`src/design/dtc_pkg.sv`:
```
// Package for the display timing clamp: payload structs, register map,
// limit constants and small clamp helpers. No dependencies.
package dtc_pkg;

   // Arithmetic width for all intermediate timing values
   localparam int CalcW = 13;

   // Register map: one register, card_class, at byte address 0
   localparam int      CsrAddrW       = 3;
   localparam int      CsrDataW       = 32;
   localparam logic    CsrIdxCardClass = 1'b0;

   // Card class codes
   localparam logic [1:0] Class1600 = 2'd0;
   localparam logic [1:0] Class1920 = 2'd1;
   localparam logic [1:0] Class2048 = 2'd2;
   localparam logic [1:0] ClassReset = Class2048;

   // Horizontal constants
   localparam logic [11:0]      HMask       = 12'hff8;
   localparam logic [CalcW-1:0] HDeMax      = 13'd2048;
   localparam logic [CalcW-1:0] HSsMax      = 13'd4080;
   localparam logic [CalcW-1:0] HSeMax      = 13'd4088;
   localparam logic [CalcW-1:0] HDeMin      = 13'd640;
   localparam logic [CalcW-1:0] HTotMinGap  = 13'd80;
   localparam logic [CalcW-1:0] HTotMaxGap  = 13'h3f8;
   localparam logic [CalcW-1:0] HStep       = 13'd8;
   localparam logic [CalcW-1:0] HSyncMaxLen = 13'hf8;

   // Vertical constants
   localparam logic [15:0]      VDeMax      = 16'h07ff;
   localparam logic [15:0]      VSsMax      = 16'h0ffe;
   localparam logic [15:0]      VSeMax      = 16'h0fff;
   localparam logic [15:0]      VTotMax     = 16'h1001;
   localparam logic [CalcW-1:0] VDeMin      = 13'd480;
   localparam logic [CalcW-1:0] VTotMinGap  = 13'd3;
   localparam logic [CalcW-1:0] VTotMaxGap  = 13'hff;
   localparam logic [CalcW-1:0] VStep       = 13'd1;
   localparam logic [CalcW-1:0] VSyncMaxLen = 13'h0f;

   typedef struct packed {
      logic [15:0] h_display_end;
      logic [15:0] h_sync_on;
      logic [15:0] h_sync_off;
      logic [15:0] h_total;
      logic [15:0] v_display_end;
      logic [15:0] v_sync_on;
      logic [15:0] v_sync_off;
      logic [15:0] v_total;
   } dtc_req_type;

   typedef struct packed {
      logic [11:0] adj_h_display_end;
      logic [11:0] adj_h_sync_on;
      logic [11:0] adj_h_sync_off;
      logic [11:0] adj_h_total;
      logic [10:0] adj_v_display_end;
      logic [11:0] adj_v_sync_on;
      logic [11:0] adj_v_sync_off;
      logic [10:0] adj_v_total;
   } dtc_rsp_type;

   function automatic logic [CalcW-1:0] clamp_hi(input logic [CalcW-1:0] v,
                                                 input logic [CalcW-1:0] hi);
      return (v > hi) ? hi : v;
   endfunction

   function automatic logic [CalcW-1:0] clamp_lo(input logic [CalcW-1:0] v,
                                                 input logic [CalcW-1:0] lo);
      return (v < lo) ? lo : v;
   endfunction

   // Clamp a raw 16-bit field and narrow it to the working width
   function automatic logic [CalcW-1:0] clamp_in(input logic [15:0] v,
                                                 input logic [15:0] hi);
      logic [15:0] r;
      r = (v > hi) ? hi : v;
      return r[CalcW-1:0];
   endfunction

   // Display width limit per card class; unused class code acts as the largest
   function automatic logic [CalcW-1:0] width_limit(input logic [1:0] cls);
      logic [CalcW-1:0] r;
      case (cls)
         Class1600: r = 13'd1600;
         Class1920: r = 13'd1920;
         default:   r = 13'd2048;
      endcase
      return r;
   endfunction

   function automatic logic [CalcW-1:0] height_limit(input logic [1:0] cls);
      logic [CalcW-1:0] r;
      case (cls)
         Class1600: r = 13'd1200;
         Class1920: r = 13'd1440;
         default:   r = 13'd1536;
      endcase
      return r;
   endfunction

endpackage

```
`src/design/display_timing_clamp_unit.sv`:
```
// Top level of the display timing clamp: input register, clamp logic,
// result register and the card_class register. Depends on dtc_pkg.
//
// Usage:
//  - Request channel (req_valid, req_stall, req_data): one mode line per
//    transfer, taken at a clock edge with req_valid high and req_stall low.
//  - Response channel (rsp_valid, rsp_stall, rsp_data): one corrected mode
//    line for each request, in order.
//  - APB port: card_class at byte address 0 selects the size limit
//    (1600x1200, 1920x1440, 2048x1536). Write it only while idle.
//  - rsp_valid rises after the request transfer, once the mode line has
//    passed into the input register and then through the clamp chain into
//    the result register.
//  - Throughput is one mode line per cycle while rsp_stall is low, set by the
//    single registered pass of the clamp chain between the two registers.
//  - A stalled response holds in the result register; the input register
//    still takes one more request, and req_stall rises only once both
//    registers are full and the response is stalled.
//  - Synchronous reset empties both registers and sets card_class to the
//    2048x1536 class.
module display_timing_clamp_unit (
   input  logic                         clock,
   input  logic                         reset,
   input  logic                         req_valid,
   output logic                         req_stall,
   input  dtc_pkg::dtc_req_type         req_data,
   output logic                         rsp_valid,
   input  logic                         rsp_stall,
   output dtc_pkg::dtc_rsp_type         rsp_data,
   input  logic                         psel,
   input  logic                         penable,
   input  logic                         pwrite,
   input  logic [dtc_pkg::CsrAddrW-1:0] paddr,
   input  logic [dtc_pkg::CsrDataW-1:0] pwdata,
   output logic [dtc_pkg::CsrDataW-1:0] prdata,
   output logic                         pready
);

   logic                  in_valid_ff, in_valid_in;
   dtc_pkg::dtc_req_type  in_data_ff;
   logic                  out_valid_ff, out_valid_in;
   dtc_pkg::dtc_rsp_type  out_data_ff, out_data_in;
   logic [1:0]            card_class_ff, card_class_in;
   logic                  out_take;
   logic                  in_take;
   logic                  csr_write;
   logic                  csr_hit;

   // Pipeline flow control
   assign out_take  = !out_valid_ff || !rsp_stall;
   assign in_take   = !in_valid_ff || out_take;
   assign req_stall = !in_take;

   assign in_valid_in  = in_take ? req_valid : in_valid_ff;
   assign out_valid_in = out_take ? in_valid_ff : out_valid_ff;

   // Register port
   assign pready        = 1'b1;
   assign csr_hit       = (paddr[dtc_pkg::CsrAddrW-1] == dtc_pkg::CsrIdxCardClass);
   assign csr_write     = psel && penable && pwrite && pready && csr_hit;
   assign card_class_in = csr_write ? pwdata[1:0] : card_class_ff;
   assign prdata        = csr_hit ? {{(dtc_pkg::CsrDataW-2){1'b0}}, card_class_ff}
                                  : '0;

   // Clamp chain, in the order the register limits demand
   always_comb begin
      logic [dtc_pkg::CalcW-1:0] hde, hss, hse, ht;
      logic [dtc_pkg::CalcW-1:0] vde, vss, vse, vt;

      // horizontal: mask to character clocks, then register limits
      hde = {1'b0, in_data_ff.h_display_end[11:0] & dtc_pkg::HMask};
      hss = {1'b0, in_data_ff.h_sync_on[11:0] & dtc_pkg::HMask};
      hse = {1'b0, in_data_ff.h_sync_off[11:0] & dtc_pkg::HMask};
      ht  = {1'b0, in_data_ff.h_total[11:0] & dtc_pkg::HMask};
      hde = dtc_pkg::clamp_hi(hde, dtc_pkg::HDeMax);
      hss = dtc_pkg::clamp_hi(hss, dtc_pkg::HSsMax);
      hse = dtc_pkg::clamp_hi(hse, dtc_pkg::HSeMax);
      hde = dtc_pkg::clamp_lo(hde, dtc_pkg::HDeMin);
      hde = dtc_pkg::clamp_hi(hde, dtc_pkg::width_limit(card_class_ff));
      ht  = dtc_pkg::clamp_lo(ht, hde + dtc_pkg::HTotMinGap);
      ht  = dtc_pkg::clamp_hi(ht, hde + dtc_pkg::HTotMaxGap);
      hse = dtc_pkg::clamp_hi(hse, ht - dtc_pkg::HStep);
      hss = dtc_pkg::clamp_lo(hss, hde + dtc_pkg::HStep);
      hse = dtc_pkg::clamp_hi(hse, hss + dtc_pkg::HSyncMaxLen);

      // vertical
      vde = dtc_pkg::clamp_in(in_data_ff.v_display_end, dtc_pkg::VDeMax);
      vss = dtc_pkg::clamp_in(in_data_ff.v_sync_on, dtc_pkg::VSsMax);
      vse = dtc_pkg::clamp_in(in_data_ff.v_sync_off, dtc_pkg::VSeMax);
      vt  = dtc_pkg::clamp_in(in_data_ff.v_total, dtc_pkg::VTotMax);
      vde = dtc_pkg::clamp_lo(vde, dtc_pkg::VDeMin);
      vde = dtc_pkg::clamp_hi(vde, dtc_pkg::height_limit(card_class_ff));
      vt  = dtc_pkg::clamp_lo(vt, vde + dtc_pkg::VTotMinGap);
      vt  = dtc_pkg::clamp_hi(vt, vde + dtc_pkg::VTotMaxGap);
      vse = dtc_pkg::clamp_hi(vse, vt - dtc_pkg::VStep);
      vss = dtc_pkg::clamp_lo(vss, vde + dtc_pkg::VStep);
      vse = dtc_pkg::clamp_hi(vse, vss + dtc_pkg::VSyncMaxLen);

      out_data_in.adj_h_display_end = hde[11:0];
      out_data_in.adj_h_sync_on     = hss[11:0];
      out_data_in.adj_h_sync_off    = hse[11:0];
      out_data_in.adj_h_total       = ht[11:0];
      out_data_in.adj_v_display_end = vde[10:0];
      out_data_in.adj_v_sync_on     = vss[11:0];
      out_data_in.adj_v_sync_off    = vse[11:0];
      out_data_in.adj_v_total       = vt[10:0];
   end

   // Control registers
   always_ff @(posedge clock) begin
      if (reset) begin
         in_valid_ff   <= 1'b0;
         out_valid_ff  <= 1'b0;
         card_class_ff <= dtc_pkg::ClassReset;
      end else begin
         in_valid_ff   <= in_valid_in;
         out_valid_ff  <= out_valid_in;
         card_class_ff <= card_class_in;
      end
   end

   // Payload registers
   always_ff @(posedge clock) begin
      if (in_take) begin
         in_data_ff <= req_data;
      end
      if (out_take) begin
         out_data_ff <= out_data_in;
      end
   end

   assign rsp_valid = out_valid_ff;
   assign rsp_data  = out_data_ff;

   // Checks
   a_stall_only_when_full: assert property (@(posedge clock) disable iff (reset)
      req_stall |-> (in_valid_ff && out_valid_ff && rsp_stall))
      else $error("request stalled with room in the pipeline");

   a_transfer_lands: assert property (@(posedge clock) disable iff (reset)
      (req_valid && !req_stall) |=> in_valid_ff)
      else $error("accepted request lost from input register");

   a_h_display_range: assert property (@(posedge clock) disable iff (reset)
      rsp_valid |-> (rsp_data.adj_h_display_end[2:0] == 3'd0 &&
                     rsp_data.adj_h_display_end >= 12'd640))
      else $error("horizontal display end out of range");

   a_h_sync_after_display: assert property (@(posedge clock) disable iff (reset)
      rsp_valid |-> ({1'b0, rsp_data.adj_h_sync_on} >=
                     {1'b0, rsp_data.adj_h_display_end} + 13'd8))
      else $error("horizontal sync starts inside display area");

   a_v_total_room: assert property (@(posedge clock) disable iff (reset)
      rsp_valid |-> ({1'b0, rsp_data.adj_v_total} >=
                     {1'b0, rsp_data.adj_v_display_end} + 12'd3))
      else $error("vertical total leaves no room for sync");

endmodule

```
`config.mk`:
```
export PLATFORM = sky130hd
export DESIGN_NAME = display_timing_clamp_unit
export DESIGN_NICKNAME = d
export VERILOG_FILES = /design/src/design/dtc_pkg.sv /design/src/design/display_timing_clamp_unit.sv
export SDC_FILE = /design/constraint.sdc
export NUM_CORES = 1
export LEC_CHECK = 0
export BUFFER_PORTS_ARGS = -buffer_cell sky130_fd_sc_hd__buf_2
export CAP_MARGIN = 40
export CELL_PAD_IN_SITES_DETAIL_PLACEMENT = 1
export CELL_PAD_IN_SITES_GLOBAL_PLACEMENT = 1
export CORE_UTILIZATION = 46
export CTS_CLUSTER_SIZE = 14
export DETAILED_ROUTE_END_ITERATION = 8
export PLACE_DENSITY_LB_ADDON = 0.1
export SLEW_MARGIN = 10
export SYNTH_ARGS = -nofsm -noshare
export SYNTH_HDL_FRONTEND = slang
export SYNTH_SLANG_ARGS = --single-unit
```
`constraint.sdc`:
```
create_clock -name clock -period 41.7 [get_ports clock]
set_clock_uncertainty 0.1 [all_clocks]
set_input_delay 4.17 -clock clock [delete_from_list [all_inputs] [get_ports clock]]
set_output_delay 4.17 -clock clock [all_outputs]
set_load 0.01 [all_outputs]
```
# Yosys cells after proc, flatten, opt, wreduce, memory -nomap -nowiden
# Cells that the tools add are included.
# W data, S select, Z words.
[totals]
reg_bits = 210
out_inout_bits = 129
word_cells = 86
[classes]
addsub = 10
order_cmp = 21
eq_ne = 1
mux = 24
bitwise_logic = 1
reduce_logical = 10
[ops]
columns = ["cell", "n"]
rows = [
  ["$mux W13", 14],
  ["$mux W12", 7],
  ["$gt A13 B13 Y1", 5],
  ["$gt A12 B12 Y1 const B", 3],
  ["$gt A16 B12 Y1 const B", 2],
  ["$add A13 B8 Y13 const B", 2],
  ["$lt A12 B13 Y1", 2],
  ["$lt A13 B13 Y1", 2],
  ["$pmux W12 S2", 1],
  ["$pmux W10 S2", 1],
  ["$gt A16 B11 Y1 const B", 1],
  ["$gt A16 B13 Y1 const B", 1],
  ["$add A12 B10 Y13 const B", 1],
  ["$add A12 B4 Y13 const B", 1],
  ["$add A12 B7 Y13 const B", 1],
  ["$add A13 B1 Y13 const B", 1],
  ["$add A13 B2 Y13 const B", 1],
  ["$add A13 B4 Y13 const B", 1],
  ["$gt A12 B13 Y1", 1],
  ["$gt A13 B11 Y1", 1],
  ["$lt A13 B9 Y1 const B", 1],
  ["$sub A13 B1 Y13 const B", 1],
  ["$sub A13 B4 Y13 const B", 1],
  ["$gt A12 B12 Y1", 1],
  ["8 further kinds", 14],
]

# Logic depth before layout (Yosys ltp)
[depth]
depth_word = 16
depth_mapped = 69
depth_no_buf = 59

# Worst setup path before layout
# OpenSTA, ideal clock, no wires.
[synth_timing]
path_kind = "flip-flop to flip-flop"
startpoint = "register in_data_ff[63] (netlist bit)"
endpoint = "register out_data_ff, in the netlist rsp_data[17] (data pin)"
setup_ns = 0.254
arrival_time_ns = 12.721
t_required_ns = 41.346
path_slack_ns = 28.624
path_stages_with_launch = 64
period_less_slack_ns = 13.076
cell_sequence = "edfxtp_1 > or4_4 > buf_6 > or2_4 > or3_4 > ha_1 > a21o_1 > a221oi_1 > o21a_1 > nor3_1 > buf_2 > buf_2 > or2_2 > ha_1 > clkbuf_1 > or3_1 > and2_1 > inv_1 > [... 28 more ...] > clkbuf_1 > clkbuf_1 > o21ai_0 > inv_1 > ha_1 > nor2b_1 > o21a_1 > o21a_1 > o21a_1 > o21ai_0 > nand2b_1 > a21oi_1 > a21o_1 > a211oi_1 > clkbuf_1 > clkbuf_1 > nand2_1 > o21a_1"
[synth_lines]
columns = ["item", "line_no", "text"]
rows = [
  ["start, declared", "display_timing_clamp_unit.sv:40", "dtc_pkg::dtc_req_type in_data_ff;"],
  ["start signal, assigned", "display_timing_clamp_unit.sv:125", "in_data_ff <= req_data;"],
  ["end signal, assigned", "display_timing_clamp_unit.sv:128", "out_data_ff <= out_data_in;"],
  ["end, declared", "display_timing_clamp_unit.sv:42", "dtc_pkg::dtc_rsp_type out_data_ff, out_data_in;"],
]

==> summary.md <==
| Metric | Value |
|---|---|
| Status | completed |
| Setup bufs post-CTS | 0 |
| Max-cap viol count | 0 |
| Final Slew Violations | 0 |
| Commonest non-fill, non-tap cell in the layout | buf_2 |
| Post-detail-place hpwl | 33650 µm |
| Initial cell density of the core | a little under half |
| Fin crit share | 38.51% |
| Post-synth EDFFs | approximately 180 |
| Mean cell area of the mapped netlist | between 9 and 10 µm² |
| Num rows | 63 |
| IO Port Bufs | a little under 200 |
| RSZ-0062 raised after global routing | no |
| I/O pins | 299 |
| Clock slew at reported path FFs | ~0.07 ns |
| Slowest cell on the critical path | or4_1 |
| CTS buffer count | 17 |
| CTS tree | built |
| Design area | between 0.015 and 0.02 mm² |
| Largest net degree at the start of global routing | 66 |
| Via count | between 10000 and 15000 |
| CTS Buffer Depth | 2 |
| Layout area overhead | 12.71% |
| Skew-Pair Late Insertion Delay | approximately 0.46 ns |
| Initial DRC Count | between 700 and 800 |
| Top cells by area, synth | edfxtp_1 (39%), ha_1 (12%), xnor2_1 (2.6%) |
| Total power | between 0.7 and 0.8 mW |
| Die area | approximately 0.031 mm² |
| Crit path required time | around 42 ns |
| # DRC | 0 |
| H-tree depth | 4 |
| Max Fclk | between 0.06 and 0.07 GHz |
| Async SR Flop Fraction | 0% |
| Fin. Hold Viols | 0 |
| Root Buffer | clkbuf_16 |
| Most frequent cells in the layout | buf_2 (195), edfxtp_1 (182), ha_1 (130) |
| Core area | between 0.02 and 0.03 mm² |
| Pre-CTS WS | 26.02 ns |
| Final core occ | 53.14% |
| Seq/Total Area, Yosys | 39.27% |
| Post-DR wirelength/cell | about 21 µm |
| Post-Synthesis Cell Area | 0.01412 mm² |
| Vias in the first global route | ~12000 |
| Initial antenna violation count | 2 |
| Gate Count Post-Synth | about 1400 |
| Layout cells sized above 1 | a little over a fifth |
| Crit path max fanout | 16 |
| Top-area cell type share of the netlist area | approximately two fifths |
| PwrDens | 44.93 mW/mm² |
| GRT Util Overall | roughly 27% |
| Die width | 177.2 µm |
| Crit path DAT | ~16 ns |
| Setup ws final | roughly 26 ns |
| Crit path from | in_data_ff[63] |
| Initial DRT Pass Iterations | 5 |
| CP most frequent cell | ha_1 |
| Total negative slack | 0 ns |
| DR vias/cell | 5.795 |
| Worst-Margin Slew | between 0.8 and 0.9 ns |
| CP max stage delay | ~0.77 ns |
| Maximum vdd drop | a little under 0.00003 V |
| Setup violators final | 0 |
| Startpoint Class | flop |
| Max transition margin | around 42% |
| PostCTS Resize Cnt | 0 |
| Worst reg2reg startpoint | in_data_ff[63] |
| Worst Hold Class | reg -> reg |
| Yosys top cell by area | edfxtp_1 |
| Clock sinks | 186 |
| Synth warnings | 0 |
| Synthesis-stage register bit count | between 150 and 200 |
| Critical Path End Type | flop |
| Min-delay src | in_valid_ff |
| Nets | between 1500 and 2000 |
| Top_reg_cell synth | edfxtp_1 |
| Gpl congestion | around 0.93 |
| First-pass GRT wire length | around 65000 µm |
| Final ANT Viol Nets | 0 |
| Die Height | 177.2 µm |
| Placed inst area | 0.01534 mm² |
| Final min period | 16.06 ns |
| Worst setup path class | reg -> reg |
| Routed WL | between 40000 and 50000 µm |
| Number of library cell types mapped by synthesis | 113 |
| Leak Pwr | about 6.7 nW |
| Post-CTS Hold Buffers | 0 |
| Total gr overflow | 0 |
[state kept, by name, indices dropped and copies added, names as in the netlist]
name and flops:
card_class_ff 2, in_data_ff 100, rsp_valid 1, rsp_data 82
in_valid_ff 1
[layer usage]
layer	global-route usage, %	wire length, µm	vias to the layer above
met5	0	13	-
met4	9.159	1084	2
met3	3.952	1345	64
met2	49.74	21750	266
met1	32.36	17680	5667
li1	-	-	5557
[per-stage QoR]
step                      cells  hold slack (ns)
after floorplan            1464           0.3374
after global placement     1957           0.4130
after detailed placement   1961           0.4260
after CTS                  1993           0.4425
after global routing       1994           0.4888
final                      1994           0.4364
[final timing paths]
kind	end	cells past startpoint	slack [ns]
max	rsp_data[14]	56	25.64
max reg2reg	rsp_data[14]	56	25.64
min reg2reg	rsp_valid	2	0.44
min	rsp_valid	2	0.44
[Yosys cell counts (6+ instances only)]
master / number
o21ai_0: 64
clkbuf_1: 40
nor4_1: 14
xor2_1: 17
or3_1: 17
nand4_1: 35
a21o_1: 28
ha_1: 130
edfxtp_1: 182
a211oi_1: 10
nor2_1: 79
xnor2_1: 42
o21bai_1: 6
inv_2: 7
nor3_1: 35
mux2_2: 13
nor3_2: 7
buf_4: 45
a31oi_1: 16
nor2b_1: 13
buf_2: 12
mux2i_1: 27
nand3_1: 39
inv_1: 93
and2_1: 25
or2_2: 18
a21oi_1: 67
o21a_1: 28
or4_1: 7
o21ai_1: 18
nand2b_1: 25
o211ai_1: 18
nand2_1: 76
o31ai_1: 10
and4_1: 6
[kinds of logic (layout without fill, tap and decap cells)]
group | count (synthesis) | in the layout | share of synthesized area, %
and+or+nand+nor | 440 | 440 | 17.51
AOI/OAI and AO/OA | 354 | 354 | 17.77
buffers and inverters | 203 | 342 | 6.902
DFF | 186 | 186 | 39.27
adders and majority gates | 130 | 130 | 11.52
xor gates and xnor gates | 59 | 59 | 3.659
muxes | 43 | 43 | 3.314
other | 2 | 50 | 0.05318
[critical path: cells and delay by family, from the launching register on]
family	cells	cell delay, ns
DFF	1	0.37
buffers and inverters	6	1.12
xor gates and xnor gates	2	0.50
and+or+nand+nor	16	5.10
AOI/OAI and AO/OA	24	6.17
adders and majority gates	7	2.00
muxes	1	0.38
[where the power goes]
group          internal, mW  switching [mW]
combinational         0.118           0.182
sequential            0.241          0.0114
clock                0.0884          0.0745
[layout make-up]
cell class	count	area [µm²]
Fill cell	3423	14040
Multi-Input combinational cell	1075	7819
Sequential cell	186	5545
Timing Repair Buffer	209	1105
Tap cell	390	488.0
Clock buffer	18	429.2
Inverter	101	384.1
Clock inverter	14	143.9
Antenna cell	1	2.502
(Power assumes the default switching activity.)
